==> src/rtl/core/bps_pkg.sv <==
`default_nettype none

package bps_pkg;

  // Gravity register reset: 9.7833 m/s^2 in 2^-16 units
  localparam logic [19:0] GRAV_RESET = 20'd641158;
  // Below 1 m/s (256 in 1/256 m/s) no solution is reported
  localparam logic [15:0] SPEED_MIN  = 16'd256;
  // 2 * 1000 mm/m in the denominator of a
  localparam int GRAV_DEN   = 2000;
  // mm * (1/256 m/s)^-1 -> us scaling numerator
  localparam int US_PER_MS  = 1000;
  localparam int CORDIC_STEPS = 18;
  localparam int CORDIC_X0  = 65536;
  localparam int PITCH_MAX  = 102944;
  localparam int QDEPTH     = 4;
  localparam int QAW        = $clog2(QDEPTH);

  localparam logic [16:0] ATAN_TAB [32] = '{
    17'd51472, 17'd30385, 17'd16055, 17'd8150, 17'd4091, 17'd2047, 17'd1024, 17'd512,
    17'd256,   17'd128,   17'd64,    17'd32,   17'd16,   17'd8,    17'd4,    17'd2,
    17'd1,     17'd0,     17'd0,     17'd0,    17'd0,    17'd0,    17'd0,    17'd0,
    17'd0,     17'd0,     17'd0,     17'd0,    17'd0,    17'd0,    17'd0,    17'd0
  };

  // One classified request as it travels from the front end to the solver
  typedef struct packed {
    logic               bad;
    logic [15:0]        spd;
    logic [15:0]        rng;
    logic signed [15:0] hgt;
    logic [19:0]        grav;
    logic [31:0]        rng_sq;
    logic [31:0]        spd_sq;
  } item_t;

  typedef struct packed {
    logic  vld;
    item_t item;
  } q_word_t;

endpackage

`default_nettype wire

==> src/rtl/core/bps_queue.sv <==
`default_nettype none

module bps_queue (
  input  logic             clk,
  input  logic             rst_n,
  input  bps_pkg::q_word_t push,
  output logic             full,
  output bps_pkg::q_word_t q_out,
  input  logic             pop
);
  import bps_pkg::*;

  item_t          mem_r [QDEPTH];
  logic [QAW-1:0] wr_r;
  logic [QAW-1:0] rd_r;
  logic [QAW:0]   cnt_r;
  logic           do_push;

  assign full       = (cnt_r == (QAW+1)'(QDEPTH));
  assign do_push    = push.vld && !full;
  assign q_out.vld  = (cnt_r != '0);
  assign q_out.item = mem_r[rd_r];

  always_ff @(posedge clk) begin
    if (do_push) begin
      mem_r[wr_r] <= push.item;
    end
  end

  always_ff @(posedge clk) begin
    if (!rst_n) begin
      wr_r  <= '0;
      rd_r  <= '0;
      cnt_r <= '0;
    end else begin
      if (do_push) begin
        wr_r <= (wr_r == QAW'(QDEPTH-1)) ? '0 : wr_r + 1'b1;
      end
      if (pop) begin
        rd_r <= (rd_r == QAW'(QDEPTH-1)) ? '0 : rd_r + 1'b1;
      end
      cnt_r <= cnt_r + (QAW+1)'(do_push) - (QAW+1)'(pop);
    end
  end

  a_cnt_bound: assert property (@(posedge clk) disable iff (!rst_n)
    cnt_r <= (QAW+1)'(QDEPTH)) else $error("queue count above depth");
  a_pop_nonempty: assert property (@(posedge clk) disable iff (!rst_n)
    pop |-> cnt_r != '0) else $error("pop from empty queue");

endmodule

`default_nettype wire

==> config.mk <==
export PLATFORM = sky130hd
export DESIGN_NAME = bps_queue
export DESIGN_NICKNAME = d
export VERILOG_FILES = /design/src/rtl/core/bps_pkg.sv /design/src/rtl/core/bps_queue.sv
export SDC_FILE = /design/constraint.sdc
export NUM_CORES = 1
export LEC_CHECK = 0
export BUFFER_PORTS_ARGS = -buffer_cell sky130_fd_sc_hd__buf_2
export CORE_UTILIZATION = 45
export DETAILED_ROUTE_END_ITERATION = 16
export GPL_TIMING_DRIVEN = 0
export PLACE_DENSITY = 0.67
export SLEW_MARGIN = 40
export SYNTH_ARGS = -nofsm -noshare
export SYNTH_HDL_FRONTEND = slang
export SYNTH_SLANG_ARGS = --single-unit
export TNS_END_PERCENT = 1
==> constraint.sdc <==
create_clock -name clk -period 4.5 [get_ports clk]
set_input_delay 0.45 -clock clk [delete_from_list [all_inputs] [get_ports clk]]
set_output_delay 0.45 -clock clk [all_outputs]
set_load 0.03 [all_outputs]
==> results of run 1 <==
## worst paths after layout
check                      endpoint  slack [ns]
min reg2reg    wr_r[1]$_SDFFE_PN0P_        0.50
max                       q_out[94]        1.61
min          mem_r[2][40]$_DFFE_PP_        0.07
max reg2reg     cnt_r[2]$_SDFF_PN0_        1.96
## per-layer routing
metal  part of all wire  vias up
met4              0.024       14
met5             0.0026        -
met2               0.50      241
met1               0.40     4565
met3              0.077       81
li1                   -     3908
## Yosys cell counts (all sizes together)
| master | instances | area share |
|---|---|---|
| edfxtp | 532 | 0.81 |
| mux4 | 133 | 0.15 |
| buf | 24 | 0.0090 |
| dfxtp | 9 | 0.0092 |
| clkbuf | 8 | 0.0015 |
| ha | 7 | 0.0045 |
| and2 | 6 | 0.0019 |
| inv | 5 | 0.00096 |
| nand2 | 4 | 0.00076 |
| nor2b | 4 | 0.0013 |
| mux2i | 3 | 0.0015 |
| nor3b | 2 | 0.00076 |
| xnor2 | 2 | 0.00089 |
| fa | 1 | 0.0010 |
| nor2 | 1 | 0.00019 |
| o21a | 1 | 0.00038 |
| or3 | 1 | 0.00032 |
## cell type report
type / count / area share
antenna: 1 / 0.000105
buffer: 32 / 0.00867
clock buffer: 70 / 0.0620
clock inverter: 30 / 0.0116
inverter: 5 / 0.000788
multi-input combinational: 165 / 0.137
sequential: 541 / 0.679
tap: 585 / 0.0307
timing repair buffer: 286 / 0.0702
## cell families after synthesis
logic type,count (synthesis),synth area share
simple gates,18,0.00522
compound gates,1,0.000382
flops,541,0.823
fa+ha+maj,8,0.00548
buf+inv,37,0.0115
xor+xnor,2,0.000892
mux,136,0.154
## state kept, by name, summed over array words and instances, names as in the netlist, named ones only
| signal | cells |
|---|---|
| wr_r | 2 |
| rd_r | 2 |
| mem_r | 532 |
| cnt_r | 3 |
## power by group through the flow
| stage | combinational, uW | sequential (uW) | clock [uW] |
|---|---|---|---|
| floorplan | 1290 | 6340 | 0 |
| global placement | 1900 | 6410 | 0 |
| detailed placement | 2010 | 6310 | 0 |
| CTS | 2020 | 6210 | 4500 |
| global route | 2100 | 6240 | 4680 |
| finish | 1970 | 6200 | 4370 |
## worst reg2reg max path: stages (launching register included)
cell and delay (ns):
dfxtp_1 0.35, nor3b_1 0.39, nor2b_1 0.09, clkbuf_1 0.22, inv_1 0.10, ha_1 0.22, inv_1 0.05, ha_1 0.13
inv_1 0.05, fa_1 0.40, xnor2_1 0.15, xnor2_1 0.12, and2_1 0.16
## through the flow
stage,area (um2),setup WS [ns],TNS [ns],cells,power (uW)
CTS,23800,1.46,0,1714,12700
detailed placement,22100,1.97,0,1614,8320
global placement,21700,-2.67,-1052.51,1598,8310
finish,23800,1.61,0,1715,12500
global route,23800,1.46,0,1714,13000
floorplan,19600,-0.0292,-11.65,743,7630
## layout by cell type, fill, tap and decap left out
master,count
clkinv_4,1
or3_1,1
nor2b_1,4
clkinv_1,11
and2_1,2
nand2_1,4
buf_12,16
nor2_1,1
mux2i_1,3
xnor2_1,2
clkbuf_16,57
fa_1,1
nor3b_1,2
dfxtp_1,9
clkinvlp_4,4
clkbuf_1,21
buf_2,285
and2_4,4
clkinv_2,9
o21a_1,1
mux4_2,133
ha_1,7
buf_6,9
inv_1,5
diode_2,1
edfxtp_1,532
bufinv_16,5
==> flow_metrics.py, run 1 <==
metrics = {
    "timing": {
        "slew_headroom": 0.503,
        "tightest_slew_ns": 0.745,
        "drv_slew": 0,
        "fmax_mhz": 346,
        "setup_viol": 0,
        "finalCritPeriodShare": 0.642,
        "rsz0062_at_grt": "no",
        "hold_violations": 0,
        "min_period_ns": 2.89,
        "hold-worst-slack_ns": 0.0731,
        "fin_skew_ns": 0.0172,
    },
    "global_routing": {
        "grt.total_usage": 0.169,
        "antenna_found_initial": 10,
        "busiest_layer": "met2",
        "grt_pass1_wl_um": 55400,
        "use_met3": 0.0562,
        "grt_use_met1": 0.210,
        "first_global_vias": 9492,
        "met2_usage": 0.278,
        "grt_start_max_net_pins": 37,
        "gr-total-overflow": 0,
    },
    "clock_network": {
        "clk_pin_slew_ns": 0.06,
        "cts_tree": "built",
        "cts_resized": 0,
        "cts-buffers-inserted": 54,
        "postCtsSetupRepairBufs": 0,
        "ctsRootBufferMaster": "clkbuf_16",
        "hold_buffers": 0,
        "cts_max_level": 2,
        "clockBufferDepth": 3,
        "worst_skew_pair.late_latency_ns": 0.59,
        "numClockSinks": 541,
    },
    "routing": {
        "drtAntennaViolNets": 0,
        "wirelength_um": 36700,
        "drt_iter0_drc": 548,
        "firstDrtPassIters": 4,
        "routedWlPerCell_um": 21.4,
        "viasPerCell": 5.14,
        "drc": 0,
        "vias": 8809,
    },
    "outcome": {
        "outcome": "complete, no violations",
    },
    "power": {
        "pwr-share-seq": 0.494,
        "comb_power_share": 0.157,
        "intPower_uw": 9380,
        "p_per_area_nw_per_um2": 527,
        "clock_power_share": 0.349,
        "vdd_drop_max_mv": 0.360,
        "p_leak_uw": 0.00800,
        "p_sw_frac": 0.252,
        "power_switching_uw": 3160,
    },
    "critical_path": {
        "crit_chain": "buf_2 > buf_2 > buf_2 > mux4_2 > buf_2",
        "crit_path_max_incr_delay_ns": 0.37,
        "critical_path_arrival_ns": 2.44,
        "critPathMaxFanout": 10,
        "reg2reg_from": "cnt_r[1]$_SDFF_PN0_",
        "worstSetupStartpointType": "register",
        "crit_buf_inv": 4,
        "rr_worst_depth": 12,
        "crit_type": "register to output pin",
        "worst_path_most_repeated_cell": "buf_2",
        "worstSetupEndpointType": "output pin",
        "path_delay_family": "buffers and inverters",
        "crit_slowest_cell": "buf_2",
        "critPathRequiredTime_ns": 4.05,
        "path_depth": 5,
    },
    "floorplan": {
        "ios": 272,
        "initial_utilization": 0.456,
        "dieHeight_um": 211,
        "rows": 76,
        "core_um2": 43100,
        "dieArea_um2": 44500,
        "die_x_um": 211,
    },
    "hold_path": {
        "min_path_cells": 1,
        "holdCritStartpoint": "push[40]",
        "hold_path.class": "primary input to register",
    },
    "placement": {
        "gp_congestion": 0.699,
        "hpwl_um": 23100,
        "io_buffer_count": 270,
    },
    "final_layout": {
        "final_nets": 1230,
        "ff_latch_area_um2": 16200,
        "layout-drive-gt1-share": 0.463,
        "area_growth_pct": 21.2,
        "multi_input_area_um2": 3270,
        "fill_cells": 3187,
        "fin_util": 0.553,
    },
    "logic_synthesis": {
        "postSynthCellCount": 743,
        "ys_seq_area_frac": 0.823,
        "syn_nets": 888,
        "synth_seq_cells": 541,
        "synth_cell_type_count": 18,
        "synth.avg_cell_area_um2": 26.4,
        "syn-cell-area_um2": 19600,
        "yosys_warnings": 0,
    },
    "flow_run": {
        "maxCapViolCount": 0,
    },
}
(Power assumes the default switching activity.)
==> inputs of run 2 (changes only) <==
Clock period 4.5 ns to 2.5 ns, I/O delays scaled along.
==> flow_metrics.py, run 2 (synthesis results as in run 1) <==
metrics = {
    "floorplan": {
        "core_um2": 43100,
        "rows": 76,
        "dieHeight_um": 211,
        "die_x_um": 211,
        "dieArea_um2": 44500,
        "ios": 272,
        "initial_utilization": 0.456,
    },
    "routing": {
        "drt_iter0_drc": 610,
        "routedWlPerCell_um": 20.5,
        "firstDrtPassIters": 4,
        "drtAntennaViolNets": 0,
        "viasPerCell": 5.08,
        "vias": 9375,
        "drc": 0,
        "wirelength_um": 37800,
    },
    "final_layout": {
        "final_cell_mix": "edfxtp_1 (532), buf_2 (276), mux4_2 (133), dlygate4sd3_1 (133), clkbuf_16 (53)",
        "area_growth_pct": 28.1,
        "fill_cells": 3064,
        "reg_top3": "mem_r x532, cnt_r x3",
        "ff_latch_area_um2": 16200,
        "layout_commonest_cell": "edfxtp_1",
        "design_area_um2": 25200,
        "fin_util": 0.584,
        "largest_register": "mem_r",
        "layout-drive-gt1-share": 0.424,
        "finalNonFillerCells": 1846,
        "multi_input_area_um2": 3280,
        "final_nets": 1362,
        "largest_register_ffs": 532,
    },
    "global_routing": {
        "antenna_found_initial": 3,
        "grt.total_usage": 0.175,
        "first_global_vias": 10300,
        "grt_pass1_wl_um": 57900,
        "grt_start_max_net_pins": 35,
        "gr-total-overflow": 0,
    },
    "timing": {
        "drv_slew": 0,
        "setup_viol": 0,
        "tightest_slew_ns": 0.389,
        "hold_violations": 0,
        "fin_skew_ns": 0.0133,
        "min_period_ns": 2.45,
        "finalCritPeriodShare": 0.982,
        "rsz0062_at_grt": "yes",
        "slew_headroom": 0.740,
        "fmax_mhz": 407,
        "worst_slack_ns": 0.0459,
    },
    "power": {
        "vdd_drop_max_mv": 0.683,
        "clock_power_share": 0.342,
        "power_switching_uw": 5740,
        "p_total_uw": 22700,
        "pwr-share-seq": 0.492,
        "p_leak_uw": 0.00857,
        "intPower_uw": 17000,
        "p_per_area_nw_per_um2": 903,
        "comb_power_share": 0.166,
        "p_sw_frac": 0.253,
    },
    "clock_network": {
        "cts_max_level": 2,
        "cts_tree": "built",
        "postCtsSetupRepairBufs": 0,
        "cts-buffers-inserted": 53,
        "clk_pin_slew_ns": 0.06,
        "worst_skew_pair.late_latency_ns": 0.58,
        "numClockSinks": 541,
        "clockBufferDepth": 3,
        "ctsRootBufferMaster": "clkbuf_16",
    },
    "critical_path": {
        "endpoint": "q_out[71]",
        "reg2reg_from": "cnt_r[2]$_SDFF_PN0_",
        "worstSetupStartpointType": "register",
        "crit_buf_inv": 4,
        "critical_path_arrival_ns": 2.20,
        "critPathRequiredTime_ns": 2.25,
        "crit_chain": "buf_6 > buf_8 > buf_6 > mux4_2 > buf_2",
        "path_delay_family": "buffers and inverters",
        "rr_worst_depth": 12,
        "reg2reg_to": "cnt_r[2]$_SDFF_PN0_",
        "crit_slowest_cell": "mux4_2",
        "worst_path_most_repeated_cell": "buf_6",
        "critPathMaxFanout": 10,
        "path_depth": 5,
        "crit_type": "register to output pin",
        "crit_path_max_incr_delay_ns": 0.53,
        "reg2reg_slack_ns": 0.10,
        "worstSetupEndpointType": "output pin",
    },
    "placement": {
        "dp.cells": 1614,
        "io_buffer_count": 270,
        "dp_slack_ns": -0.0588,
        "hpwl_um": 23300,
        "gp_congestion": 0.684,
        "placed_area_um2": 22100,
    },
    "outcome": {
        "outcome": "complete, no violations",
    },
    "hold_path": {
        "holdCritStartpoint": "pop",
        "hold_path.class": "primary input to register",
    },
    "flow_run": {
        "maxCapViolCount": 0,
    },
}
run 2: cell types whose count changed in the layout (fill, tap and decap cells not counted), sizes merged:
cell / before / now
clkinv: 21 / 19
inv: 5 / 6
bufinv: 5 / 6
dlygate4sd3: 0 / 133
diode: 1 / 2
clkinvlp: 4 / 3
clkbuf: 78 / 76
run 2: through the flow:
stage / TNS (ns) / hold WS (ns)
floorplan: -294.05 / 0.349
global placement: -1007.37 / 0.461
detailed placement: -0.0588 / 0.466
CTS: -0.951 / 0.0322
global route: -4.12 / 0.106
finish: 0 / 0.0633
run 2: worst min-delay path by stage:
stage                             end  slack (ns)  cells past startpoint
2_1_floorplan   mem_r[0][0]$_DFFE_PP_        0.35                      0
3_3_place_gp   mem_r[1][43]$_DFFE_PP_        0.46                      1
3_5_place_dp   mem_r[2][46]$_DFFE_PP_        0.47                      1
4_1_cts                      register        0.03                      3
5_1_grt                      register        0.11                      3
6_report                     register        0.06                      3
run 2: tightest hold or removal path: cells and delay by family:
family / cells / cell delay (ns)
buffers and inverters: 1 / 0.13
AND/OR/NAND/NOR: 1 / 0.13
multiplexers: 1 / 0.08
run 2: power by group through the flow:
stage / clock, uW / combinational, uW / sequential (uW)
global placement: 0 / 3410 / 11400
global route: 8290 / 4010 / 11200
finish: 7770 / 3760 / 11200
floorplan: 0 / 2330 / 11400
detailed placement: 0 / 3620 / 11400
CTS: 7980 / 3820 / 11200
run 2: final cells by class:
cell class | instances | share of cell area
Antenna cell | 2 | 0.000199
Buffer | 32 | 0.0100
Clock buffer | 68 | 0.0557
Clock inverter | 29 | 0.0123
Inverter | 5 | 0.000746
Multi-Input combinational cell | 165 | 0.130
Sequential cell | 541 | 0.642
Tap cell | 585 | 0.0291
Timing Repair Buffer | 419 | 0.119
run 2: metal layers:
layer  track usage  vias to the layer above  routed length [um]
met4        0.0525                        2                 730
li1              -                     4167                   -
met5             0                        -                  15
met1         0.220                     4877               15400
met2         0.295                      277               18900
met3        0.0494                       52                2750
run 2: what timing repair did:
action                                  in CTS  in global routing
gates cloned                                 0                  0
endpoints found under the hold margin      532                  0
hold buffers                               133                  0
gates resized for setup                     19                  6
endpoints found under the setup margin     131                129
